<file path="src/rtl/gmeu_pkg.sv">
// Shared types, constants and helpers for the gravity momentum/energy update block.
package gmeu_pkg;

  localparam logic signed [31:0] Q_MAX = 32'sh7FFF_FFFF;
  localparam logic signed [31:0] Q_MIN = 32'sh8000_0000;

  // Register indexes on the configuration port (byte address / 4)
  localparam logic [2:0] REG_USE_POT   = 3'd0;
  localparam logic [2:0] REG_FIVE_PT   = 3'd1;
  localparam logic [2:0] REG_EXT_EN    = 3'd2;
  localparam logic [2:0] REG_TIME_STEP = 3'd3;
  localparam logic [2:0] REG_GRAD_COEF = 3'd4;

  // Sequencer step limits
  localparam logic [4:0] READ_LAST = 5'd12;
  localparam logic [4:0] MUL_LAST  = 5'd20;

  typedef enum logic [2:0] {
    ST_IDLE,
    ST_IDX1,
    ST_IDX2,
    ST_BASE,
    ST_READ,
    ST_WDIV,
    ST_MUL,
    ST_DONE
  } ctrl_state_e;

  typedef enum logic [3:0] {
    MUL_NOP,
    MUL_EXT,
    MUL_GRAD,
    MUL_SQ_IN,
    MUL_RHO,
    MUL_KLO_IN,
    MUL_KHI_IN,
    MUL_SQ_OUT,
    MUL_KLO_OUT,
    MUL_KHI_OUT
  } mul_op_e;

  typedef struct packed {
    mul_op_e    op;
    logic [1:0] axis;
  } mul_cmd_t;

  typedef struct packed {
    logic       load;
    logic       capture;
    logic       idx1;
    logic       idx2;
    logic       base;
    logic       rd_en;
    logic [3:0] rd_step;
    mul_cmd_t   mul;
    logic       finish;
  } dp_cmd_t;

  typedef struct packed {
    logic div_busy;
    logic div_done;
  } dp_status_t;

  function automatic logic signed [31:0] sat32(input logic signed [67:0] v);
    logic signed [31:0] r;
    if (v > 68'sd2147483647) begin
      r = Q_MAX;
    end else if (v < -68'sd2147483648) begin
      r = Q_MIN;
    end else begin
      r = v[31:0];
    end
    return r;
  endfunction

  // Multiplier schedule: each op is written back in the cycle after issue.
  function automatic mul_cmd_t mul_sched(input logic [4:0] step);
    mul_cmd_t c;
    c.op   = MUL_NOP;
    c.axis = 2'd0;
    unique case (step)
      5'd0:  begin c.op = MUL_EXT;     c.axis = 2'd0; end
      5'd1:  begin c.op = MUL_GRAD;    c.axis = 2'd0; end
      5'd2:  begin c.op = MUL_EXT;     c.axis = 2'd1; end
      5'd3:  begin c.op = MUL_GRAD;    c.axis = 2'd1; end
      5'd4:  begin c.op = MUL_EXT;     c.axis = 2'd2; end
      5'd5:  begin c.op = MUL_GRAD;    c.axis = 2'd2; end
      5'd6:  begin c.op = MUL_SQ_IN;   c.axis = 2'd0; end
      5'd7:  begin c.op = MUL_SQ_IN;   c.axis = 2'd1; end
      5'd8:  begin c.op = MUL_SQ_IN;   c.axis = 2'd2; end
      5'd9:  begin c.op = MUL_RHO;     c.axis = 2'd0; end
      5'd10: begin c.op = MUL_RHO;     c.axis = 2'd1; end
      5'd11: begin c.op = MUL_RHO;     c.axis = 2'd2; end
      5'd12: begin c.op = MUL_KLO_IN;  c.axis = 2'd0; end
      5'd13: begin c.op = MUL_KHI_IN;  c.axis = 2'd0; end
      5'd14: begin c.op = MUL_SQ_OUT;  c.axis = 2'd0; end
      5'd15: begin c.op = MUL_SQ_OUT;  c.axis = 2'd1; end
      5'd16: begin c.op = MUL_SQ_OUT;  c.axis = 2'd2; end
      5'd18: begin c.op = MUL_KLO_OUT; c.axis = 2'd0; end
      5'd19: begin c.op = MUL_KHI_OUT; c.axis = 2'd0; end
      default: begin c.op = MUL_NOP;   c.axis = 2'd0; end
    endcase
    return c;
  endfunction

endpackage

</file>
<file path="src/rtl/gmeu_ctrl.sv">
// Sequencer for the update: index split, stencil reads, multiply schedule, result hand-off.
module gmeu_ctrl
  import gmeu_pkg::*;
(
  input  logic       clk_i,
  input  logic       rst_ni,
  input  logic       in_valid_i,
  input  logic       func_i,
  input  logic       out_stall_i,
  input  dp_status_t status_i,
  output logic       in_stall_o,
  output logic       out_valid_o,
  output dp_cmd_t    cmd_o
);

  ctrl_state_e state_q, state_d;
  logic [4:0]  cnt_q, cnt_d;
  logic        out_valid_q, out_valid_d;
  logic        in_accept;
  logic        out_free;

  assign in_accept = in_valid_i && (state_q == ST_IDLE);
  assign out_free  = !out_valid_q || !out_stall_i;

  always_comb begin
    state_d = state_q;
    cnt_d   = 5'd0;
    unique case (state_q)
      ST_IDLE: begin
        if (in_accept && func_i) begin
          state_d = ST_IDX1;
        end
      end
      ST_IDX1: state_d = ST_IDX2;
      ST_IDX2: state_d = ST_BASE;
      ST_BASE: state_d = ST_READ;
      ST_READ: begin
        if (cnt_q == READ_LAST) begin
          state_d = ST_WDIV;
        end else begin
          cnt_d = cnt_q + 5'd1;
        end
      end
      ST_WDIV: begin
        if (status_i.div_done) begin
          state_d = ST_MUL;
        end
      end
      ST_MUL: begin
        if (cnt_q == MUL_LAST) begin
          state_d = ST_DONE;
        end else begin
          cnt_d = cnt_q + 5'd1;
        end
      end
      ST_DONE: begin
        if (out_free) begin
          state_d = ST_IDLE;
        end
      end
      default: state_d = ST_IDLE;
    endcase
  end

  always_comb begin
    cmd_o          = '0;
    cmd_o.mul.op   = MUL_NOP;
    cmd_o.load     = in_accept && !func_i;
    cmd_o.capture  = in_accept && func_i;
    cmd_o.idx1     = (state_q == ST_IDX1);
    cmd_o.idx2     = (state_q == ST_IDX2);
    cmd_o.base     = (state_q == ST_BASE);
    cmd_o.rd_en    = (state_q == ST_READ) && (cnt_q != READ_LAST);
    cmd_o.rd_step  = cnt_q[3:0];
    if ((state_q == ST_MUL) && (cnt_q != MUL_LAST)) begin
      cmd_o.mul = mul_sched(cnt_q);
    end
    cmd_o.finish   = (state_q == ST_DONE) && out_free;
  end

  // Set on hand-off, drop once the item is taken
  always_comb begin
    out_valid_d = out_valid_q;
    if (cmd_o.finish) begin
      out_valid_d = 1'b1;
    end else if (out_valid_q && !out_stall_i) begin
      out_valid_d = 1'b0;
    end
  end

  always_ff @(posedge clk_i or negedge rst_ni) begin
    if (!rst_ni) begin
      state_q     <= ST_IDLE;
      cnt_q       <= '0;
      out_valid_q <= 1'b0;
    end else begin
      state_q     <= state_d;
      cnt_q       <= cnt_d;
      out_valid_q <= out_valid_d;
    end
  end

  assign in_stall_o  = (state_q != ST_IDLE);
  assign out_valid_o = out_valid_q;

endmodule

</file>
<file path="config.mk">
export PLATFORM = sky130hd
export DESIGN_NAME = gmeu_ctrl
export DESIGN_NICKNAME = d
export VERILOG_FILES = /design/src/rtl/gmeu_pkg.sv /design/src/rtl/gmeu_ctrl.sv
export SDC_FILE = /design/constraint.sdc
export NUM_CORES = 1
export LEC_CHECK = 0
export BUFFER_PORTS_ARGS = -buffer_cell sky130_fd_sc_hd__buf_2
export CAP_MARGIN = 10
export CORE_AREA = 2 2 77 42
export DETAILED_ROUTE_END_ITERATION = 8
export DIE_AREA = 0 0 79 44
export PLACE_DENSITY_LB_ADDON = 0.25
export SYNTH_ARGS = -nofsm -noshare
export SYNTH_HDL_FRONTEND = slang
export SYNTH_SLANG_ARGS = --single-unit
</file>
<file path="constraint.sdc">
create_clock -name clk_i -period 2.3 [get_ports clk_i]
set_input_delay 0.46 -clock clk_i [delete_from_list [all_inputs] [get_ports clk_i]]
set_output_delay 0.46 -clock clk_i [all_outputs]
set_load 0.02 [all_outputs]
</file>
==> results of run 1 <==
## metal layers
metal | wire length (µm) | part of all wire, % | up-vias | track usage [%]
met5 | 0 | 0 | - | 0
li1 | - | - | 365 | -
met1 | 1110 | 60 | 316 | 18.9
met2 | 622 | 33 | 21 | 14.9
met3 | 126 | 6.8 | 0 | 3.96
met4 | 0 | 0 | 0 | 0
## layout make-up
cell class              instances  area (µm²)  share of cell area, %
well taps                      40        50.0                   5.24
clock buffers                   4        45.0                   4.71
inverters                       5        18.8                   1.96
repair buffers                 26         138                   14.4
flip-flops and latches          9         226                   23.7
multi-input cells              72         478                   50.0
## critical path, cell delays in order, from the launching register on
cell                      delay, ns
sky130_fd_sc_hd__dfrtp_1       0.56
sky130_fd_sc_hd__and2b_1       0.28
sky130_fd_sc_hd__a221o_1       0.35
sky130_fd_sc_hd__a21oi_1       0.12
sky130_fd_sc_hd__buf_2         0.18
## logic make-up after synthesis
kind of cell               after synthesis  synth area share [%]
DFF                                      9                  28.1
muxes                                    3                  3.75
AOI/OAI and AO/OA                       19                  15.8
buffers and inverters                   16                  13.7
and+or+nand+nor                         42                  27.5
adders and majority gates                5                  7.81
xor gates and xnor gates                 3                  3.28
## how the worst max path moves through the flow
stage                endpoint  slack (ns)  cells past startpoint
floorplan           cmd_o[11]        0.28                      4
global placement     cmd_o[4]        0.29                      6
detailed placement   cmd_o[4]        0.25                      6
CTS                  cmd_o[4]       0.002                      6
global route         cmd_o[2]       0.009                      5
finish               cmd_o[3]        0.12                      4
## cell usage in the layout (no fill, tap or decap), drive strengths merged
cell type   n
o21a        1
o21ai       5
and2b       1
o31ai       1
a22oi       1
clkbuf      4
xor2        2
o211ai      1
nor2       12
inv         5
nand2b      1
nor3b       4
and2        1
nor4        1
mux2i       3
nand2      10
a31oi       2
and3b       1
nor2b       1
a21oi       6
xnor2       1
dfrtp       9
a221o       1
ha          5
o21bai      1
buf        26
or3         1
and3        2
nand3       4
nor3        3
## cells in the mapped netlist, drive strengths merged
library cell / count / area [µm²]
nand2: 10 / 40.0
nor2b: 1 / 6.26
dfrtp: 9 / 225
and3b: 1 / 8.76
xnor2: 1 / 8.76
a31oi: 2 / 18.8
a22oi: 1 / 7.51
inv: 5 / 18.8
or3: 1 / 6.26
a221o: 1 / 10.0
o21ai: 5 / 25.0
o31ai: 1 / 7.51
and2: 1 / 6.26
a21oi: 6 / 30.0
nor3b: 4 / 40.0
nand2b: 1 / 6.26
nor2: 12 / 45.0
ha: 5 / 62.6
nor3: 3 / 15.0
and2b: 1 / 7.51
mux2i: 3 / 30.0
o21a: 1 / 7.51
o211ai: 1 / 12.5
and3: 2 / 12.5
nand3: 4 / 20.0
nor4: 1 / 6.26
buf: 11 / 91.3
xor2: 2 / 17.5
o21bai: 1 / 7.51
## metrics by stage
| step | power, mW | cells | cell area (µm²) | utilization, % | hold WS, ns |
|---|---|---|---|---|---|
| final | 1.21 | 156 | 956 | 33.7 | 0.0702 |
| after global routing | 1.33 | 156 | 956 | 33.7 | 0.0763 |
| after CTS | 1.19 | 156 | 940 | 33.1 | 0.0717 |
| after detailed placement | 1.00 | 152 | 895 | 31.5 | 0.316 |
| after global placement | 0.986 | 152 | 895 | 31.5 | 0.312 |
| after floorplan | 0.872 | 97 | 801 | - | 0.164 |
## registers in the layout, summed over array words and instances, names as in the netlist
signal       count
out_valid_o      1
cnt_q            5
state_q          3
## power groups by stage
stage / clock network (mW) / logic [mW] / registers (mW)
floorplan: 0 / 0.589 / 0.284
global placement: 0 / 0.635 / 0.351
detailed placement: 0 / 0.646 / 0.358
CTS: 0.183 / 0.650 / 0.356
global route: 0.195 / 0.761 / 0.378
finish: 0.178 / 0.676 / 0.356
## timing repair
action,4_1_cts,5_1_grt
endpoints found under the setup margin,0,2
resized for setup,0,4
hold buffers,0,0
hold endpoints to repair,0,0
setup buffers,0,0
==> PnR_summary.wiki, run 1 <==
{| class="wikitable"
! Metric !! Value
|-
| Final routed wirelength across all metal layers || 1860 µm
|-
| TritonCTS Buffers || 3
|-
| Category of the worst setup path capture point || output pin
|-
| Number of setup violations in the final report || 0
|-
| Remaining design rule violation count || 0
|-
| Clock root buffer || sky130_fd_sc_hd__clkbuf_8
|-
| Routed wire per std cell || 11.9 µm
|-
| Min cycle time layout || 2.18 ns
|-
| Standard cell core area || 0.00284 mm²
|-
| Number of nets still failing antenna checks after routing || 0
|-
| Netlist area before placement || 801 µm²
|-
| Fraction of layout instances using a drive strength above 1 || 32.8%
|-
| Die extent in y || 44 µm
|-
| Crit start category || register
|-
| Pre-CTS worst setup slack || 0.253 ns
|-
| First-pass detailed-route iteration total || 4
|-
| Antenna diode instance count || 0
|-
| Max frequency || 460 MHz
|-
| Max_cap viols || 0
|-
| Congestion Overflow GR || 0
|-
| Number of global-route vias before repair || 618
|-
| Largest net degree at the start of global routing || 17
|-
| Number of sinks on the clock net || 9
|-
| Vias after detailed routing || 702
|-
| Detailed router's first-iteration violation count || 29
|-
| Global-route wire length before repair || 3100 µm
|-
| Flop pwr share || 29.4%
|-
| Outcome || finished, final reports clean
|-
| Crit Reg-Reg Endpoint || state_q[0]$_DFFE_PN0P_
|-
| Slew Viols, Final || 0
|-
| Yosys warnings || 0
|-
| Synthesized netlist cell count || 97
|-
| Count of endpoints failing hold in the final timing report || 0
|-
| Area Growth Syn to Fin || 19.4%
|-
| Leakage dissipation || 0.471 nW
|-
| Switching power as a share of total power || 50.0%
|-
| Number of nets at the end of the flow || 129
|-
| Slack of the worst reg-to-reg path || 0.99 ns
|-
| Arrival time of data at the critical path endpoint || 1.72 ns
|-
| Rows || 14
|-
| Worst min-delay path category || primary input to async pin
|-
| Post-synthesis area per instance || 8.26 µm²
|-
| Number of fill cells || 313
|-
| # H-tree levels || 1
|-
| Net switching power figure || 605 µW
|-
| Power density cells || 1270 mW/mm²
|-
| Full die area || 0.00348 mm²
|-
| Source of the worst register-to-register timing path || state_q[1]$_DFFE_PN0P_
|-
| Worst-Margin Slew || 0.524 ns
|-
| CTS clk-pin slew, worst paths || 0.04 ns
|-
| Seq/Total Area, Yosys || 28.1%
|-
| Final WS setup || 0.124 ns
|-
| Number of antenna violations at the first check in global routing || 0
|-
| Relative contribution of combinational cells to total power || 55.8%
|-
| Detailed Place HPWL || 1410 µm
|-
| Number of storage elements in the synthesis netlist || 9
|-
| TritonCTS clock tree || done
|-
| Clock latency at the later pin of the worst-skew pair || 0.23 ns
|-
| Setup total negative slack || 0 ns
|-
| Overall global routing resource usage || 11.5%
|-
| PortBufs || 24
|-
| Number of distinct library cells after synthesis || 35
|-
| Cell Int Power || 605 µW
|-
| Max Fanout on Critical Path || 16
|-
| Period Utilization, post-route || 94.6%
|-
| # IOs || 26
|-
| Net Count, Synth || 109
|-
| Type of the setup path with the least slack || register to output pin
|-
| Launching instance or port of the critical path || cnt_q[2]$_DFF_PN0_
|-
| Max Clock Skew || 0.00181 ns
|-
| Unrepaired setup endpoints after global routing || false
|-
| Maximum count of clock buffers along a single path || 2
|-
| Starting density of the core || 28.2%
|-
| Relative slew slack || 65.1%
|-
| Via-per-instance ratio || 4.50
|-
| Final Wtd Congestion || 0.781
|-
| Maximum ir drop on the vdd rail || 539 µV
|-
| R2r worst-path depth || 3
|-
| Clk network pwr share || 14.7%
|-
| CP Data Required Time || 1.84 ns
|-
| Floorplan die width || 79 µm
|}
Power figures use the tool's default switching activity.
==> run 2, diff against run 1 <==
- BUFFER_PORTS_ARGS: -buffer_cell sky130_fd_sc_hd__buf_2 -> not set
- DONT_BUFFER_PORTS: not set -> 1
- RECOVER_POWER: not set -> 100
==> run 2 against run 1 <==
Worst setup slack gained 0.0047 ns. Via count fell by 6.0%. First-iteration DRC count grew 38%. Global-route usage increased by 0.17 points. Fmax increased by 0.22%.
==> PnR_summary.wiki, run 2 (synthesized netlist as in run 1, its figures left out) <==
{| class="wikitable"
! Metric !! Value
|-
| Power density cells || 1320 mW/mm²
|-
| Overall global routing resource usage || 11.7%
|-
| Number of setup violations in the final report || 0
|-
| Outcome || finished, final reports clean
|-
| Largest net degree at the start of global routing || 15
|-
| Min cycle time layout || 2.17 ns
|-
| Routed wire per std cell || 12.9 µm
|-
| Rows || 14
|-
| Number of fill cells || 324
|-
| Slew Viols, Final || 0
|-
| Number of global-route vias before repair || 615
|-
| Final routed wirelength across all metal layers || 1830 µm
|-
| Launching instance or port of the critical path || cnt_q[0]$_DFF_PN0_
|-
| TritonCTS clock tree || done
|-
| Worst-Margin Slew || 0.658 ns
|-
| Via-per-instance ratio || 4.65
|-
| Number of nets at the end of the flow || 115
|-
| Worst min-delay path category || primary input to register
|-
| Clock root buffer || sky130_fd_sc_hd__clkbuf_8
|-
| Fraction of layout instances using a drive strength above 1 || 15.7%
|-
| Most frequent cells in the layout || sky130_fd_sc_hd__nor2_1 (12), sky130_fd_sc_hd__nand2_1 (9), sky130_fd_sc_hd__dfrtp_1 (9), sky130_fd_sc_hd__a21oi_1 (6)
|-
| CTS clk-pin slew, worst paths || 0.04 ns
|-
| Detailed router's first-iteration violation count || 40
|-
| Source of the worst register-to-register timing path || state_q[1]$_DFFE_PN0P_
|-
| Max Clock Skew || 0.00405 ns
|-
| Count of endpoints failing hold in the final timing report || 0
|-
| Leading cell type in the layout, fill and taps excluded || sky130_fd_sc_hd__nor2_1
|-
| Slack of the worst reg-to-reg path || 0.83 ns
|-
| Dpl cell area || 842 µm²
|-
| Number of nets still failing antenna checks after routing || 0
|-
| Floorplan die width || 79 µm
|-
| Period Utilization, post-route || 94.4%
|-
| R2r worst-path depth || 3
|-
| Number of antenna violations at the first check in global routing || 0
|-
| Die extent in y || 44 µm
|-
| PortBufs || 0
|-
| Standard cell core area || 0.00284 mm²
|-
| Detailed Place HPWL || 1450 µm
|-
| Area Growth Syn to Fin || 10.0%
|-
| # H-tree levels || 1
|-
| TritonCTS Buffers || 3
|-
| Vias after detailed routing || 660
|-
| Max_cap viols || 0
|-
| Global-route wire length before repair || 3020 µm
|-
| Largest register FFs || 5
|-
| Crit Reg-Reg Endpoint || state_q[2]$_DFFE_PN0P_
|-
| Post-route standard cell area excluding fillers || 881 µm²
|-
| Crit start category || register
|-
| Register with the most flip-flops || cnt_q
|-
| End point of the critical path || cmd_o[4]
|-
| Cell Count Post-Placement || 137
|-
| Max frequency || 461 MHz
|-
| Final Wtd Congestion || 0.766
|-
| Arrival time of data at the critical path endpoint || 1.71 ns
|-
| # IOs || 26
|-
| Number of sinks on the clock net || 9
|-
| Category of the worst setup path capture point || output pin
|-
| Remaining design rule violation count || 0
|-
| CP Data Required Time || 1.84 ns
|-
| First-pass detailed-route iteration total || 4
|-
| Unrepaired setup endpoints after global routing || false
|-
| Full die area || 0.00348 mm²
|-
| Type of the setup path with the least slack || register to output pin
|-
| Final Non-Filler Cells || 142
|-
| Setup total negative slack || 0 ns
|-
| Antenna diode instance count || 0
|-
| Maximum count of clock buffers along a single path || 2
|-
| Max Fanout on Critical Path || 5
|-
| Relative slew slack || 56.0%
|-
| Congestion Overflow GR || 0
|-
| Maximum ir drop on the vdd rail || 418 µV
|-
| Leakage dissipation || 0.384 nW
|-
| Clock latency at the later pin of the worst-skew pair || 0.23 ns
|-
| Starting density of the core || 28.2%
|}
run 2: cell count changes in the layout (fill, tap and decap cells not counted), moves of 2 or more:
cell and change:
sky130_fd_sc_hd__clkbuf_2 +2, sky130_fd_sc_hd__buf_4 +2, sky130_fd_sc_hd__buf_2 -23, sky130_fd_sc_hd__clkbuf_1 +4
run 2: report_power, final:
part	total [mW]	switching (mW)	internal (mW)
clock network	0.180	0.0592	0.120
registers	0.323	0.107	0.216
logic	0.656	0.432	0.225
total	1.16	0.598	0.561
run 2: timing repair:
action / CTS / global route
buffers inserted: 0 / 0
setup endpoints to repair: 0 / 2
hold buffers: 1 / 0
hold endpoints to repair: 9 / 0
gates resized for setup: 0 / 2
run 2: area by class of cell:
cell class | instances | area (µm²) | area share, %
multi-input cells | 72 | 469 | 53.3
flip-flops and latches | 9 | 225 | 25.6
well taps | 40 | 50.0 | 5.68
repair buffers | 12 | 72.6 | 8.24
clock buffers | 4 | 45.0 | 5.11
inverters | 5 | 18.8 | 2.13
run 2: worst min path at each step:
stage,from,endpoint,slack [ns],cells past startpoint
3_5_place_dp,rst_ni,cnt_q[0]$_DFF_PN0_,0.16,0
3_3_place_gp,rst_ni,cnt_q[4]$_DFF_PN0_,0.16,0
5_1_grt,out_stall_i,out_valid_o$_DFFE_PN0P_,0.43,2
4_1_cts,out_stall_i,out_valid_o$_DFFE_PN0P_,0.39,2
2_1_floorplan,rst_ni,cnt_q[0]$_DFF_PN0_,0.16,0
6_report,out_stall_i,out_valid_o$_DFFE_PN0P_,0.39,2
run 2: worst max-delay path: stages (launching register included):
cell                      delay [ns]
sky130_fd_sc_hd__dfrtp_1        0.38
sky130_fd_sc_hd__inv_1          0.16
sky130_fd_sc_hd__ha_1           0.24
sky130_fd_sc_hd__mux2i_1        0.09
sky130_fd_sc_hd__or3_1          0.36
sky130_fd_sc_hd__a31oi_4        0.25
run 2: routing by layer:
metal / vias up / GRT usage (%) / share of wire [%]
li1: 334 / - / -
met1: 298 / 16.3 / 55
met2: 24 / 15.9 / 36
met3: 4 / 4.38 / 7.6
met4: 0 / 5.52 / 1.4
met5: - / 0 / 0
run 2: stage by stage:
| step | hold slack (ns) | power, mW | util [%] | setup slack [ns] |
|---|---|---|---|---|
| after floorplan | 0.164 | 0.872 | - | 0.280 |
| after global placement | 0.165 | 0.986 | 29.7 | 0.340 |
| after detailed placement | 0.165 | 0.999 | 29.7 | 0.303 |
| after CTS | 0.390 | 1.19 | 31.6 | 0.0551 |
| after global routing | 0.430 | 1.27 | 31.0 | 0.0290 |
| final | 0.388 | 1.16 | 31.0 | 0.129 |
